`src/hw/rtl/xbc_pkg.sv`:
```
// Shared types, constants and helpers for the XPBD bending constraint solver.
// No dependencies.
package xbc_pkg;

    localparam int VTX_MAX = 4;
    localparam int VTX_IW  = 2;
    localparam int CNT_W   = 3;

    localparam logic signed [63:0] SAT_MAX = 64'sh0000_0000_7FFF_FFFF;
    localparam logic signed [63:0] SAT_MIN = 64'shFFFF_FFFF_8000_0000;

    localparam logic [30:0] STIFF_RESET = 31'd65536;
    localparam logic [30:0] DT_RESET    = 31'd1092;
    localparam logic [30:0] EPS_RESET   = 31'd1;

    typedef enum logic [2:0] {
        REG_COEFF_0   = 3'd0,
        REG_COEFF_1   = 3'd1,
        REG_COEFF_2   = 3'd2,
        REG_COEFF_3   = 3'd3,
        REG_REST      = 3'd4,
        REG_STIFFNESS = 3'd5,
        REG_TIME_STEP = 3'd6,
        REG_EPSILON   = 3'd7
    } reg_idx_t;

    typedef struct packed {
        logic signed [31:0] pos_x;
        logic signed [31:0] pos_y;
        logic signed [31:0] pos_z;
        logic signed [31:0] beta_x;
        logic signed [31:0] beta_y;
        logic signed [31:0] beta_z;
        logic [30:0]        mass_recip;
        logic               use_beta;
        logic               restart_lambda;
        logic               last_vertex;
    } vertex_t;

    typedef struct packed {
        logic signed [31:0] new_x;
        logic signed [31:0] new_y;
        logic signed [31:0] new_z;
        logic               corrected;
        logic               last_result;
    } result_t;

    typedef struct packed {
        logic [VTX_MAX-1:0][31:0] coeff;
        logic [30:0]              rest_curvature_sq;
        logic [30:0]              stiffness;
        logic [30:0]              time_step;
        logic [30:0]              epsilon;
    } cfg_t;

    typedef struct packed {
        vertex_t          v;
        logic             store;
        logic [CNT_W-1:0] idx;
        logic [CNT_W-1:0] n;
    } entry_t;

    function automatic logic signed [31:0] sat32(input logic signed [63:0] v);
        if (v > SAT_MAX)
            return SAT_MAX[31:0];
        if (v < SAT_MIN)
            return SAT_MIN[31:0];
        return v[31:0];
    endfunction

endpackage

```
`src/hw/rtl/xbc_if.sv`:
```
// Valid/ready channel interfaces for vertex items and result items.
// Depends on xbc_pkg.
interface xbc_vertex_if;
    import xbc_pkg::*;
    logic    valid;
    logic    ready;
    vertex_t data;
    modport source (output valid, output data, input ready);
    modport sink (input valid, input data, output ready);
endinterface


```
`src/hw/rtl/xbc_front.sv`:
```
// Front end: accepts vertex items, tracks the load count, classifies each item.
// Depends on xbc_pkg and xbc_if.
module xbc_front #(
    parameter int VERTEX_COUNT = 4
) (
    input  logic            clk,
    input  logic            rst_n,
    xbc_vertex_if.sink      vertex,
    input  logic            full,
    output logic            push,
    output xbc_pkg::entry_t push_entry
);
    import xbc_pkg::*;

    logic [CNT_W-1:0] cnt_reg;
    logic [CNT_W-1:0] cnt_next;
    logic             take;
    logic             store;

    assign vertex.ready = !full;
    assign take         = vertex.valid && !full;
    assign store        = cnt_reg < CNT_W'(VERTEX_COUNT);
    assign push         = take && (store || vertex.data.last_vertex);

    always_comb
    begin
        push_entry.v     = vertex.data;
        push_entry.store = store;
        push_entry.idx   = cnt_reg;
        push_entry.n     = store ? cnt_reg + CNT_W'(1) : cnt_reg;
        cnt_next         = cnt_reg;
        if (take)
        begin
            if (vertex.data.last_vertex)
                cnt_next = '0;
            else if (store)
                cnt_next = cnt_reg + CNT_W'(1);
        end
    end

    always_ff @(posedge clk or negedge rst_n)
    begin
        if (!rst_n)
            cnt_reg <= '0;
        else
            cnt_reg <= cnt_next;
    end

endmodule

```
`src/flat_wrapper.sv`:
```
// flat-port wrapper written by rule: the top's interface ports become plain ports
module xbc_front_flat import xbc_pkg::*;
#(
    parameter int VERTEX_COUNT = 4
)
  (clk, rst_n, full, push, push_entry, vertex_valid, vertex_data, vertex_ready);
  xbc_vertex_if vertex_i ();
  input  logic clk;
  input  logic rst_n;
  input  logic full;
  output logic push;
  output xbc_pkg::entry_t push_entry;
  input wire logic [$bits(vertex_i.valid)-1:0] vertex_valid;
  input wire logic [$bits(vertex_i.data)-1:0] vertex_data;
  output wire logic [$bits(vertex_i.ready)-1:0] vertex_ready;
  assign vertex_i.valid = vertex_valid;
  assign vertex_i.data = vertex_data;
  assign vertex_ready = vertex_i.ready;
  xbc_front #(.VERTEX_COUNT(VERTEX_COUNT)) u_core (.clk(clk), .rst_n(rst_n), .vertex(vertex_i), .full(full), .push(push), .push_entry(push_entry));
endmodule
```
`config.mk`:
```
export PLATFORM = sky130hd
export DESIGN_NAME = xbc_front_flat
export DESIGN_NICKNAME = d
export VERILOG_FILES = /design/src/hw/rtl/xbc_pkg.sv /design/src/hw/rtl/xbc_if.sv /design/src/hw/rtl/xbc_front.sv /design/src/flat_wrapper.sv
export SDC_FILE = /design/constraint.sdc
export NUM_CORES = 1
export LEC_CHECK = 0
export BUFFER_PORTS_ARGS = -buffer_cell sky130_fd_sc_hd__buf_2
export CORE_AREA = 2 2 181 183
export CTS_BUF_LIST = sky130_fd_sc_hd__clkbuf_2 sky130_fd_sc_hd__clkbuf_4 sky130_fd_sc_hd__clkbuf_8
export DETAILED_ROUTE_END_ITERATION = 12
export DIE_AREA = 0 0 183 185
export PLACE_DENSITY = 0.35
export SLEW_MARGIN = 20
export SYNTH_ARGS = -nofsm -noshare
export SYNTH_HDL_FRONTEND = slang
export SYNTH_SLANG_ARGS = --single-unit
```
`constraint.sdc`:
```
create_clock -name clk -period 2.6 [get_ports clk]
set_input_delay 0.13 -clock clk [delete_from_list [all_inputs] [get_ports clk]]
set_output_delay 0.13 -clock clk [all_outputs]
set_load 0.005 [all_outputs]
```
== Word-level counts from Yosys, hierarchy flattened ==
Cells that the tools add are included.
Widths: inputs -> output; s select.
Word-level totals
  flip-flop bits (word level): 3
Cells by class
  muxes and demuxes: 2
  $add $sub $neg: 1
  reduce and logical (&&, ||, !) cells: 4
  order comparisons: 1
Operators by type and width (count)
  $mux 3: 2
  $add 3x1->3 const B: 1
  $lt 3x3->1 const B: 1
  $logic_and 1x1->1: 2
  $logic_not 1->1: 1
  $logic_or 1x1->1: 1

== Depth between registers and ports, before layout ==
  depth after elaboration: 3
  mapped depth: 3

== Worst setup path before layout ==
OpenSTA, ideal clock, no wires.
  kind: register -> register
  from: reg u_core.cnt_reg[2]
  to: reg u_core.cnt_reg[0]
  path slack: 1526 ps
  arrival time: 1008 ps
  data required time: 2534 ps
  path buffers: 0
  library setup time: 66 ps
  stages on the path, launching flop included: 3
  clock period less this slack: 1074 ps
  cell sequence: dfrtp_1 or4_1 nand2_1
Between the ends
  longest elaborated chain between the ends: 3
RTL lines
  start, declared: line xbc_front.sv:15  | logic [CNT_W-1:0] cnt_reg;
  start signal, assigned: line xbc_front.sv:46  | cnt_reg <= cnt_next;
  $lt 3x3->1: line xbc_front.sv:22  | assign store = cnt_reg < CNT_W'(VERTEX_COUNT);
  $mux 3 (2 in series)
Every way passes these cells.
A chain may end at the register's enable or synchronous reset.

==> results.json <==
{
  "status": "complete, no violations",
  "path_class": "reg2out",
  "clockBufferDepth": 2,
  "coreArea_mm2": 0.0320,
  "io_pins": 465,
  "relSlewSlack_pct": 83.6,
  "grt_pass1_wl_mm": 5.89,
  "cts_buffers": 3,
  "hp-class": "in2reg",
  "cp_cell_sequence": "ha_1, a21o_1, buf_2",
  "power_density_mw_per_mm2": 412,
  "fin_cells": 449,
  "crit_path_start_kind": "flop",
  "worst_skew_pair.late_latency_ps": 220,
  "power_frac_comb_pct": 34.5,
  "clock.fmax_ghz": 0.724,
  "fin_skew_ps": 2.12,
  "setup_viol": 0,
  "vias": 598,
  "cpMaxStageDelayCell": "dfrtp_1",
  "grt.total_usage_pct": 2.74,
  "synth_top_family_by_area": "buffers and inverters",
  "end_kind": "output pin",
  "synth_fp_nets": 480,
  "synthSimpleGateAreaFrac_pct": 3.03,
  "wl_per_cell_um": 11.8,
  "post-route-period-util_pct": 53.1,
  "hpwl_mm": 4.35,
  "synth_xor_area_share_pct": 0.461,
  "crit_arrival_ps": 1250,
  "slowest_delay_ps": 410,
  "totalWireLength_mm": 5.30,
  "wl_met1_um": 632,
  "netlist_area_mm2": 0.00190,
  "drt_iter0_markers": 16,
  "die_h_um": 185,
  "crit_buf_inv": 1,
  "wl_met2_mm": 1.97,
  "stdcell_area_um2": 835,
  "viasPerCell": 1.33,
  "grt.overflow.total": 0,
  "setup_ws_ps": 1220,
  "grt_max_degree": 9,
  "start_util_pct": 5.93,
  "place.gp.congestion": 0.587,
  "yosysWarnings": 0,
  "ir_worst_vdd_uv": 106,
  "cp_max_fo": 5,
  "synth_compound_area_share_pct": 1.78,
  "ys_types": 16,
  "p_int_uw": 242,
  "cts_tree": "done",
  "rows": 66,
  "postSynthAreaPerCell_um2": 7.63,
  "p_sw_uw": 102,
  "met3WireLength_mm": 1.53,
  "path_clk_slew_ps": 30,
  "highest_layer": "met4",
  "placed_cell_area_um2": 776,
  "largest_reg_flops": 3,
  "area_delta_synth_final_pct": -56.1,
  "clock_tree.root_cell": "clkbuf_8",
  "synth-seq-cells": 3,
  "die_w_um": 183,
  "drive_above_1_share_pct": 46.3,
  "rsz0062_at_grt": "false",
  "cts_sinks": 3,
  "fin_setup_tns_ps": 0,
  "layout_commonest_cell": "buf_2",
  "fin_nets": 273,
  "final_cell_mix": "14 x buf_2, 3 x clkbuf_8, 3 x dfrtp_1",
  "syn_inst": 249,
  "p_sw_share_pct": 29.7,
  "postRouteAntennaNets": 0,
  "antenna_found_initial": 0,
  "p_clk_share_pct": 42.4,
  "dieArea_mm2": 0.0339,
  "worst_pin_slew_ps": 246,
  "cp_top_family": "flip-flops",
  "htreeDepth": 1,
  "cp.required_ps": 2470,
  "grt_pass1_vias": 673,
  "hold_viol": 0,
  "dp.cells": 444,
  "fin_crit_ps": 1380,
  "diodes": 0,
  "io_buffers": 14,
  "synthMuxAreaShare_pct": 0,
  "seqPwrFrac_pct": 23.2,
  "maxSlewViolCount": 0,
  "cts_setup_buffers": 0,
  "nFillCells": 3836,
  "synth-seq-area-share_pct": 3.95,
  "synth_adder_area_share_pct": 0.659,
  "pre_cts_slack_ps": 1440,
  "cap_violations": 0,
  "p_leak_uw": 0.000191,
  "dr.pass1.iters": 3,
  "drc": 0
}
==> metal layers <==
metal  vias to the layer above  global-route usage (%)
li1                        112                       -
met1                       170                   0.805
met2                       200                    3.39
met3                       116                    2.79
met5                         -                       0
met4                         0                    7.10
==> cells in the mapped netlist <==
library cell / count / share of area, %
or2_1: 1 / 0.33
buf_4: 227 / 90
and2_1: 1 / 0.33
ha_1: 1 / 0.66
a21o_1: 1 / 0.40
a31oi_1: 1 / 0.33
dfrtp_1: 3 / 4.0
nand2b_4: 1 / 0.72
nor2_1: 1 / 0.20
o21ai_1: 2 / 0.53
nand2_1: 2 / 0.40
inv_1: 2 / 0.40
or4_1: 1 / 0.40
nor2b_1: 2 / 0.66
a21oi_1: 2 / 0.53
xnor2_1: 1 / 0.46
==> path summary, 6_finish.rpt <==
kind / startpoint / end / slack [ps] / cells past startpoint
hold reg to reg: u_core.cnt_reg[1] / u_core.cnt_reg[1] / 530 / 2
max in group asynchronous: rst_n / u_core.cnt_reg[0] / 2200 / 2
setup reg to reg: u_core.cnt_reg[2] / u_core.cnt_reg[0] / 1490 / 2
min in group asynchronous: rst_n / u_core.cnt_reg[1] / 290 / 2
hold / removal: vertex_data[0] / u_core.cnt_reg[2] / 160 / 2
setup / recovery: u_core.cnt_reg[0] / push_entry[1] / 1220 / 3
==> cell families (layout without fill, tap and decap cells) <==
group	after synthesis	after routing
buf+inv	229	21
simple gates	9	9
compound gates	6	6
flops	3	3
fa+ha+maj	1	1
xor+xnor	1	1
==> stage by stage <==
step	util [%]	hold slack [ps]	total power, µW
2_1_floorplan	-	-166	425
3_3_place_gp	2.42	-62.1	201
3_5_place_dp	2.42	-62.7	198
4_1_cts	2.60	157	351
5_1_grt	2.60	191	369
6_report	2.60	164	344
==> area by class of cell <==
type	instances	area [µm²]	area share [%]
inverters	2	7.51	0.900
repair buffers	15	80.1	9.60
clock buffers	4	48.8	5.85
well taps	408	510	61.2
multi-input cells	17	113	13.5
flip-flops and latches	3	75.1	9.00
==> power by group through the flow <==
| stage | clock (µW) | sequential [µW] | combinational [µW] |
|---|---|---|---|
| finish | 146 | 79.6 | 118 |
| global route | 152 | 83.4 | 134 |
| CTS | 151 | 80.1 | 120 |
| detailed placement | 0 | 80.6 | 117 |
| global placement | 0 | 80.4 | 120 |
| floorplan | 0 | 79.5 | 346 |
==> what timing repair did <==
item                                   in CTS  in global routing
hold buffers                                1                  0
endpoints found under the hold margin       3                  0
resized for setup                           0                  0
(Power assumes the default switching activity.)
