$ cat src/hw/rtl/xbc_pkg.sv
// Shared types, constants and helpers for the XPBD bending constraint solver.
// No dependencies.
package xbc_pkg;

    localparam int VTX_MAX = 4;
    localparam int VTX_IW  = 2;
    localparam int CNT_W   = 3;

    localparam logic signed [63:0] SAT_MAX = 64'sh0000_0000_7FFF_FFFF;
    localparam logic signed [63:0] SAT_MIN = 64'shFFFF_FFFF_8000_0000;

    localparam logic [30:0] STIFF_RESET = 31'd65536;
    localparam logic [30:0] DT_RESET    = 31'd1092;
    localparam logic [30:0] EPS_RESET   = 31'd1;

    typedef enum logic [2:0] {
        REG_COEFF_0   = 3'd0,
        REG_COEFF_1   = 3'd1,
        REG_COEFF_2   = 3'd2,
        REG_COEFF_3   = 3'd3,
        REG_REST      = 3'd4,
        REG_STIFFNESS = 3'd5,
        REG_TIME_STEP = 3'd6,
        REG_EPSILON   = 3'd7
    } reg_idx_t;

    typedef struct packed {
        logic signed [31:0] pos_x;
        logic signed [31:0] pos_y;
        logic signed [31:0] pos_z;
        logic signed [31:0] beta_x;
        logic signed [31:0] beta_y;
        logic signed [31:0] beta_z;
        logic [30:0]        mass_recip;
        logic               use_beta;
        logic               restart_lambda;
        logic               last_vertex;
    } vertex_t;

    typedef struct packed {
        logic signed [31:0] new_x;
        logic signed [31:0] new_y;
        logic signed [31:0] new_z;
        logic               corrected;
        logic               last_result;
    } result_t;

    typedef struct packed {
        logic [VTX_MAX-1:0][31:0] coeff;
        logic [30:0]              rest_curvature_sq;
        logic [30:0]              stiffness;
        logic [30:0]              time_step;
        logic [30:0]              epsilon;
    } cfg_t;

    typedef struct packed {
        vertex_t          v;
        logic             store;
        logic [CNT_W-1:0] idx;
        logic [CNT_W-1:0] n;
    } entry_t;

    function automatic logic signed [31:0] sat32(input logic signed [63:0] v);
        if (v > SAT_MAX)
            return SAT_MAX[31:0];
        if (v < SAT_MIN)
            return SAT_MIN[31:0];
        return v[31:0];
    endfunction

endpackage

$ cat src/hw/rtl/xbc_queue.sv
// Two-entry queue of classified items between front and back end.
// Depends on xbc_pkg.
module xbc_queue (
    input  logic            clk,
    input  logic            rst_n,
    input  logic            push,
    input  xbc_pkg::entry_t push_entry,
    input  logic            pop,
    output xbc_pkg::entry_t head,
    output logic            full,
    output logic            empty
);
    import xbc_pkg::*;

    entry_t     mem_reg [2];
    logic       wptr_reg;
    logic       rptr_reg;
    logic [1:0] cnt_reg;
    logic [1:0] cnt_next;

    assign full  = cnt_reg == 2'd2;
    assign empty = cnt_reg == 2'd0;
    assign head  = mem_reg[rptr_reg];

    always_comb
    begin
        cnt_next = cnt_reg;
        if (push && !pop)
            cnt_next = cnt_reg + 2'd1;
        else if (pop && !push)
            cnt_next = cnt_reg - 2'd1;
    end

    always_ff @(posedge clk or negedge rst_n)
    begin
        if (!rst_n)
        begin
            wptr_reg <= 1'b0;
            rptr_reg <= 1'b0;
            cnt_reg  <= '0;
        end
        else
        begin
            if (push)
                wptr_reg <= !wptr_reg;
            if (pop)
                rptr_reg <= !rptr_reg;
            cnt_reg <= cnt_next;
        end
    end

    always_ff @(posedge clk)
    begin
        if (push)
            mem_reg[wptr_reg] <= push_entry;
    end

endmodule

$ cat config.mk
export PLATFORM = sky130hd
export DESIGN_NAME = xbc_queue
export DESIGN_NICKNAME = d
export VERILOG_FILES = /design/src/hw/rtl/xbc_pkg.sv /design/src/hw/rtl/xbc_queue.sv
export SDC_FILE = /design/constraint.sdc
export NUM_CORES = 1
export LEC_CHECK = 0
export ABC_AREA = 1
export BUFFER_PORTS_ARGS = -buffer_cell sky130_fd_sc_hd__buf_2
export CELL_PAD_IN_SITES_DETAIL_PLACEMENT = 0
export CELL_PAD_IN_SITES_GLOBAL_PLACEMENT = 2
export CORE_MARGIN = 2
export CORE_UTILIZATION = 35
export DETAILED_ROUTE_END_ITERATION = 6
export HOLD_SLACK_MARGIN = 0.03
export PLACE_DENSITY = 0.75
export SLEW_MARGIN = 25
export SYNTH_ARGS = -nofsm -noshare
export SYNTH_HDL_FRONTEND = slang
export SYNTH_SLANG_ARGS = --single-unit
$ cat constraint.sdc
create_clock -name clk -period 10.65 [get_ports clk]
set_input_delay 2.13 -clock clk [delete_from_list [all_inputs] [get_ports clk]]
set_output_delay 2.13 -clock clk [all_outputs]
set_load 0.005 [all_outputs]
# Word level (Yosys, flattened, before mapping)
# Memory sizes are Yosys's and may differ from the RTL's.
# Index checks and enable logic that the tools add are counted.
dict set report word_totals {
  register_bits 4
  ram_bits 466
  inputBits 237
  output_inout_bits 235
  elab_cells 19
  memories 1
}
# name depth width rd rd_clocked_by_memory_dff wr line
set mem_list {}
lappend mem_list {mem_reg 2 233 1 0 1 xbc_queue.sv:15} ;# entry_t mem_reg [2];
dict set report op_classes {
  add_sub_neg 2
  eq_ne 1
  mux 4
  reduce_logical 8
}
# cell n
set op_table {}
lappend op_table {{1-bit zero test} 4}
lappend op_table {{2-bit 2-to-1 mux} 2}
lappend op_table {{2-bit by 1-bit adder with 2-bit output, second input constant} 1}
lappend op_table {{2-bit equality test, second input constant} 1}
lappend op_table {{1-bit logical AND} 2}
lappend op_table {{2-bit zero test} 1}
lappend op_table {{1-bit 2-to-1 mux} 2}
lappend op_table {{2-bit nonzero test} 1}
lappend op_table {{2-bit by 1-bit subtractor with 2-bit output, second input constant} 1}

# Longest topological paths before layout
# Gate-level depths: netlist of the first run.
dict set report logic_depth {
  word_depth 4
  ltp_mapped 7
  ltp_nobuf 7
}

# Worst setup path after synthesis of the first run
# Ideal clock, no wire load.
dict set report synth_path {
  path_type {in2reg}
  start {in push}
  end {mem mem_reg[0][0] (netlist name), enable pin}
  setup_time_ps 837
  t_arrival_ps 11904
  required_ps 9813
  path_slack_ps -2091
  cell_stages 2
  path_cell_list {inv_1 nor2_1}
}
dict set report synth_between {
  elab_chain_len 2
}
# item line
set synth_rtl {}
lappend synth_rtl {{from (decl)} xbc_queue.sv:6} ;# input logic push,
lappend synth_rtl {{1-bit 2-to-1 mux} xbc_queue.sv:54} ;# if (push)
lappend synth_rtl {{1-bit 2-to-1 mux (not written as such)} xbc_queue.sv:55} ;# mem_reg[wptr_reg] <= push_entry;
lappend synth_rtl {{to (decl)} xbc_queue.sv:15}
# No other way between the ends.

==> results of run 1 <==
[power by group through the flow]
stage | sequential, mW | clock [mW] | combinational [mW]
finish | 2.59 | 1.75 | 1.62
global route | 2.62 | 1.87 | 1.75
CTS | 2.59 | 1.81 | 1.67
detailed placement | 2.63 | 0 | 1.66
global placement | 2.62 | 0 | 1.66
floorplan | 2.63 | 0 | 1.10
[cell families after synthesis]
| logic type | share of synthesized area |
|---|---|
| flip-flops | 0.797 |
| adder cells (fa/ha/maj) | 0.000708 |
| buffers and inverters | 0.0156 |
| XOR/XNOR | 0.00149 |
| AND/OR/NAND/NOR | 0.00234 |
| multiplexers | 0.182 |
[layer usage]
metal	part of all wire	vias to the layer above	GRT usage
li1	-	4023	-
met1	0.36	4323	0.151
met2	0.53	292	0.251
met3	0.073	78	0.0501
met4	0.031	8	0.0603
met5	0.0015	-	0
[synthesized netlist by cell type (all sizes together)]
library cell / count
xnor2: 1
buf: 26
dfrtp: 4
inv: 7
edfxtp: 466
ha: 1
xor2: 2
nand4: 1
nand3: 1
nor2: 3
nand2: 5
mux2: 233
[worst max path at each step]
| stage | startpoint | depth (start not counted) | slack, ps | end |
|---|---|---|---|---|
| CTS | rptr_reg$_DFFE_PN0P_ | 3 | 5420 | head[225] |
| detailed placement | rptr_reg$_DFFE_PN0P_ | 3 | 6040 | head[225] |
| global placement | rptr_reg$_DFFE_PN0P_ | 3 | 6060 | head[224] |
| finish | rptr_reg$_DFFE_PN0P_ | 3 | 5580 | head[150] |
| global route | rptr_reg$_DFFE_PN0P_ | 3 | 5430 | head[150] |
| floorplan | push | 2 | 1980 | mem_reg[0][0]$_DFFE_PP_ |
[per-stage QoR]
| stage | total power [mW] | worst slack [ps] | std cells | hold slack (ps) |
|---|---|---|---|---|
| after global placement | 4.28 | 6060 | 1875 | 484 |
| after detailed placement | 4.30 | 6040 | 1875 | 490 |
| after floorplan | 3.73 | 1980 | 750 | 463 |
| after global routing | 6.24 | 5430 | 1975 | 540 |
| final | 5.96 | 5580 | 1976 | 497 |
| after CTS | 6.07 | 5420 | 1965 | 507 |
[worst min-delay path, cell delays in order (launching register included)]
cell	delay, ps
dfrtp_1	360
nand2_1	60
nand2_1	50
[layout make-up]
cell class / count / area [um^2] / area share
sequential: 470 / 14100 / 0.629
inverter: 7 / 33.8 / 0.00151
antenna: 11 / 27.5 / 0.00123
tap: 672 / 841 / 0.0375
clock buffer: 64 / 1370 / 0.0610
multi-input combinational: 247 / 3310 / 0.148
clock inverter: 26 / 300 / 0.0134
timing repair buffer: 479 / 2430 / 0.109
==> results_dict.tcl, run 1 <==
set metrics [dict create \
    seq_area_frac_synth 0.797 \
    avgRoutedWirePerCell_um 19.1 \
    path_delay_family "flip-flops" \
    min_from "cnt_reg[1]$_DFFE_PN0P_" \
    combPwrFrac 0.272 \
    syn_nets 988 \
    slew_viol_final 0 \
    grt_antenna_before_repair 15 \
    p_int_mw 4.40 \
    total_leakage_power_nw 8.81 \
    die_area_mm2 0.0523 \
    die_w_um 229 \
    final_common_cell "buf_2" \
    overflow 0 \
    powerDensity_mw_per_mm2 266 \
    grt_usage 0.141 \
    setup_viol 0 \
    worstMarginPinSlew_ps 1090 \
    core_area_mm2 0.0500 \
    post-cts-setup-buffers 0 \
    placed_cell_area_mm2 0.0207 \
    path_buf_inv 2 \
    dp_hpwl_um 25800 \
    fin_util 0.449 \
    rsz0062_at_grt "no" \
    pwr-share-seq 0.434 \
    fillers 4383 \
    worstPathMaxFanout 119 \
    status "finished, final reports clean" \
    power_frac_clock 0.294 \
    cp_data_arrival_time_ps 2940 \
    via_per_inst 4.41 \
    hold_buffers 0 \
    whs_endpoint "cnt_reg[1]$_DFFE_PN0P_" \
    fin_nets 1493 \
    cp-start-kind "flop" \
    p_switching_mw 1.56 \
    drc_errors 0 \
    clock-sinks 470 \
    vias 8724 \
    drive_gt1_frac 0.605 \
    syn_avg_cell_area_um2 23.6 \
    path_cells "buf_12 -> mux2_4 -> buf_2" \
    ys_types 14 \
    worstPathRequired_ps 8520 \
    clk_path_buf_depth 3 \
    cts_made_buffers 50 \
    final.setup.tns_ps 0 \
    largest_reg_flops 466 \
    clk-insertion-delay-late_ps 580 \
    skew_ps 16.0 \
    cts-resized-gates 0 \
    max_stage_delay_ps 930 \
    drt_iter0_markers 434 \
    finalInstanceArea_mm2 0.0224 \
    synth_area_mm2 0.0177 \
    rr_startpoint "wptr_reg$_DFFE_PN0P_" \
    most-common-layout-cells "buf_2 (471), edfxtp_1 (466), mux2_4 (160), mux2_2 (73), clkbuf_16 (53)" \
    timing.hold.worst_path_depth 2 \
    grt_max_degree 126 \
    min_period_ps 5070 \
    path_class "reg2out" \
    clock.fmax_ghz 0.197 \
    reg2reg_to "mem_reg[0][71]$_DFFE_PP_" \
    drt-total-wl_um 37700 \
    firstDrtPassIters 4 \
    crit_path_end_kind "primary output" \
    crit_slowest_cell "dfrtp_4" \
    root_buffer "clkbuf_16" \
    maxCapViolations 0 \
    reg2reg_depth 3 \
    cts_tree "yes" \
    grt_pass1_wl_um 55500 \
    slew_headroom 0.275 \
    die_h_um 229 \
    ys_ff_latch 470 \
    hold_violations 0 \
    synth_top_area_frac 0.792 \
    pin_count 472 \
    synthToLayoutAreaGrowth_pct 26.8 \
    place_congestion 0.762 \
    rows 82 \
    synth_top_area_cell "edfxtp_1" \
    synth_area_leaders "edfxtp_1 (79%), mux2_4 (14%), mux2_2 (4.7%)" \
    io_buffers 471 \
    ant_nets 0 \
    post-route-period-util 0.476 \
    grt_pass1_vias 9121 \
    sw_frac_of_total 0.262 \
    clk_pin_slew_ps 50 \
    reg2reg_setup_slack_ps 8200 \
    ir_drop_uv 203 \
    yosys_warnings 0 \
    htreeDepth 2 \
    synthCells 750 \
    hp-class "reg2reg" \
    initial_core_util 0.354 \
]
No activity file was read; power rests on OpenSTA's default activity.
==> inputs of run 2 (changes only) <==
- ABC_AREA: 1 -> 0
- CORE_UTILIZATION: 35 -> 39
- PLACE_DENSITY: 0.75 -> 0.79
- clock period: 10.65 -> 5.28 ns (I/O delays scaled with it)
==> results_dict.tcl, run 2 <==
set metrics [dict create \
    drt-total-wl_um 38000 \
    die_w_um 217 \
    htreeDepth 2 \
    grt_pass1_wl_um 54600 \
    drc_errors 0 \
    syn_avg_cell_area_um2 23.8 \
    post-route-period-util 0.697 \
    drt_iter0_markers 422 \
    overflow 0 \
    hold_violations 0 \
    powerDensity_mw_per_mm2 531 \
    status "finished, final reports clean" \
    die_h_um 217 \
    cts-resized-gates 0 \
    clock-sinks 470 \
    seq_area_frac_synth 0.798 \
    fillers 3734 \
    yosys_most_used_dff "edfxtp_1" \
    cts_tree "yes" \
    path_delay_family "flip-flops" \
    power_frac_clock 0.278 \
    pin_count 472 \
    yosys_warnings 0 \
    max_stage_delay_ps 1070 \
    ir_drop_uv 314 \
    grt_pass1_vias 8995 \
    clk-insertion-delay-late_ps 560 \
    p_switching_mw 3.13 \
    combPwrFrac 0.280 \
    ant_nets 0 \
    synth_top_area_cell "edfxtp_1" \
    crit_slowest_cell "dfrtp_4" \
    crit_path_end_kind "primary output" \
    synth_most_common_cell "edfxtp_1" \
    synthTopCellsByCount "edfxtp_1 (466), mux2_4 (160), mux2_2 (73)" \
    skew_ps 7.71 \
    synth_top_area_frac 0.793 \
    rows 77 \
    cp_data_arrival_time_ps 2620 \
    fin_nets 1486 \
    firstDrtPassIters 5 \
    synth_area_mm2 0.0177 \
    pwr-share-seq 0.443 \
    initial_core_util 0.397 \
    die_area_mm2 0.0470 \
    ys_ff_latch 470 \
    io_buffers 471 \
    post-cts-setup-buffers 0 \
    core_area_mm2 0.0444 \
    place_congestion 0.812 \
    clk_pin_slew_ps 60 \
    path_buf_inv 2 \
    clock.fmax_ghz 0.272 \
    clk_path_buf_depth 3 \
    grt_max_degree 92 \
    worstPathMaxFanout 58 \
    grt_antenna_before_repair 16 \
    synth_edf_count 466 \
    min_period_ps 3680 \
    dp_hpwl_um 26600 \
    ys_types 13 \
    hp-class "in2async" \
    root_buffer "clkbuf_16" \
    multiInputGateArea_mm2 0.00332 \
    avgRoutedWirePerCell_um 20.1 \
    drive_gt1_frac 0.613 \
    most-common-layout-cells "buf_2 (471), edfxtp_1 (466), mux2_4 (160), mux2_2 (73), clkbuf_16 (49)" \
    p_int_mw 8.69 \
    via_per_inst 4.63 \
    final.setup.tns_ps 0 \
    path_cells "buf_12 -> mux2_4 -> buf_2" \
    setup_viol 0 \
    ff_latch_area_mm2 0.0141 \
    synthArstFlopShare 0.00851 \
    synth_area_leaders "edfxtp_1 (79%), mux2_4 (14%), mux2_2 (4.7%)" \
    largest_reg_flops 466 \
    final_common_cell "buf_2" \
    slew_headroom 0.350 \
    slew_viol_final 0 \
    total_leakage_power_nw 8.77 \
    grt_usage 0.156 \
    sw_frac_of_total 0.265 \
    maxCapViolations 0 \
    path_class "reg2out" \
    hold_buffers 0 \
    worstPathRequired_ps 4220 \
    cts_made_buffers 48 \
    rsz0062_at_grt "no" \
    vias 8744 \
    fin_util 0.501 \
    synthCells 741 \
    synthToLayoutAreaGrowth_pct 26.1 \
    worstMarginPinSlew_ps 976 \
    cp-start-kind "flop" \
    syn_nets 979 \
]
## run 2: power by group through the flow
| stage | Sequential [mW] | Combinational (mW) | Clock, mW |
|---|---|---|---|
| after floorplan | 5.22 | 2.22 | 0 |
| after global placement | 5.30 | 3.35 | 0 |
| after detailed placement | 5.32 | 3.38 | 0 |
| after CTS | 5.25 | 3.39 | 3.38 |
| after global routing | 5.30 | 3.54 | 3.53 |
| final | 5.23 | 3.31 | 3.28 |
## run 2: cell type report
class / count / share of cell area
antenna: 13 / 0.00146
clock buffer: 60 / 0.0569
clock inverter: 27 / 0.0117
inverter: 1 / 0.000169
multi-input combinational: 244 / 0.149
sequential: 470 / 0.633
tap: 592 / 0.0333
timing repair buffer: 483 / 0.114
## run 2: per-layer routing
| metal | up-vias | global-route usage | share of wire |
|---|---|---|---|
| met4 | 8 | 0.0708 | 0.032 |
| met1 | 4350 | 0.178 | 0.38 |
| met2 | 315 | 0.262 | 0.50 |
| met5 | - | 0 | 0.0013 |
| li1 | 3993 | - | - |
| met3 | 78 | 0.0563 | 0.086 |
## run 2: through the flow
step	hold WS, ps	instances	cell area [um^2]	setup slack [ps]	total power [mW]
after global placement	480	1790	20700	2170	8.65
after global routing	256	1886	22300	1450	12.4
after CTS	251	1877	22200	1520	12.0
after detailed placement	483	1790	20700	2140	8.71
after floorplan	456	741	17700	303	7.45
final	289	1890	22300	1600	11.8
## run 2: worst reg2reg max path: cells and delay by family, from the launching register on
kind	cells	cell delay, ps
flops	1	420
simple gates	1	810
buf+inv	1	470
## run 2: logic make-up after synthesis
group / share of synthesized area
XOR/XNOR: 0.00248
adder cells (fa/ha/maj): 0.000709
buffers and inverters: 0.0143
flip-flops: 0.798
multiplexers: 0.183
AND/OR/NAND/NOR: 0.00149
## run 2: worst paths after layout
kind,end,startpoint,slack [ps],cells after the start
max,head[109],rptr_reg$_DFFE_PN0P_,1600,3
min,rptr_reg$_DFFE_PN0P_,rst_n,290,1
max reg2reg,mem_reg[1][3]$_DFFE_PP_,wptr_reg$_DFFE_PN0P_,3160,2
min reg2reg,cnt_reg[1]$_DFFE_PN0P_,cnt_reg[1]$_DFFE_PN0P_,490,1
max in group asynchronous,rptr_reg$_DFFE_PN0P_,rst_n,4850,1
min in group clk,cnt_reg[1]$_DFFE_PN0P_,cnt_reg[1]$_DFFE_PN0P_,490,1
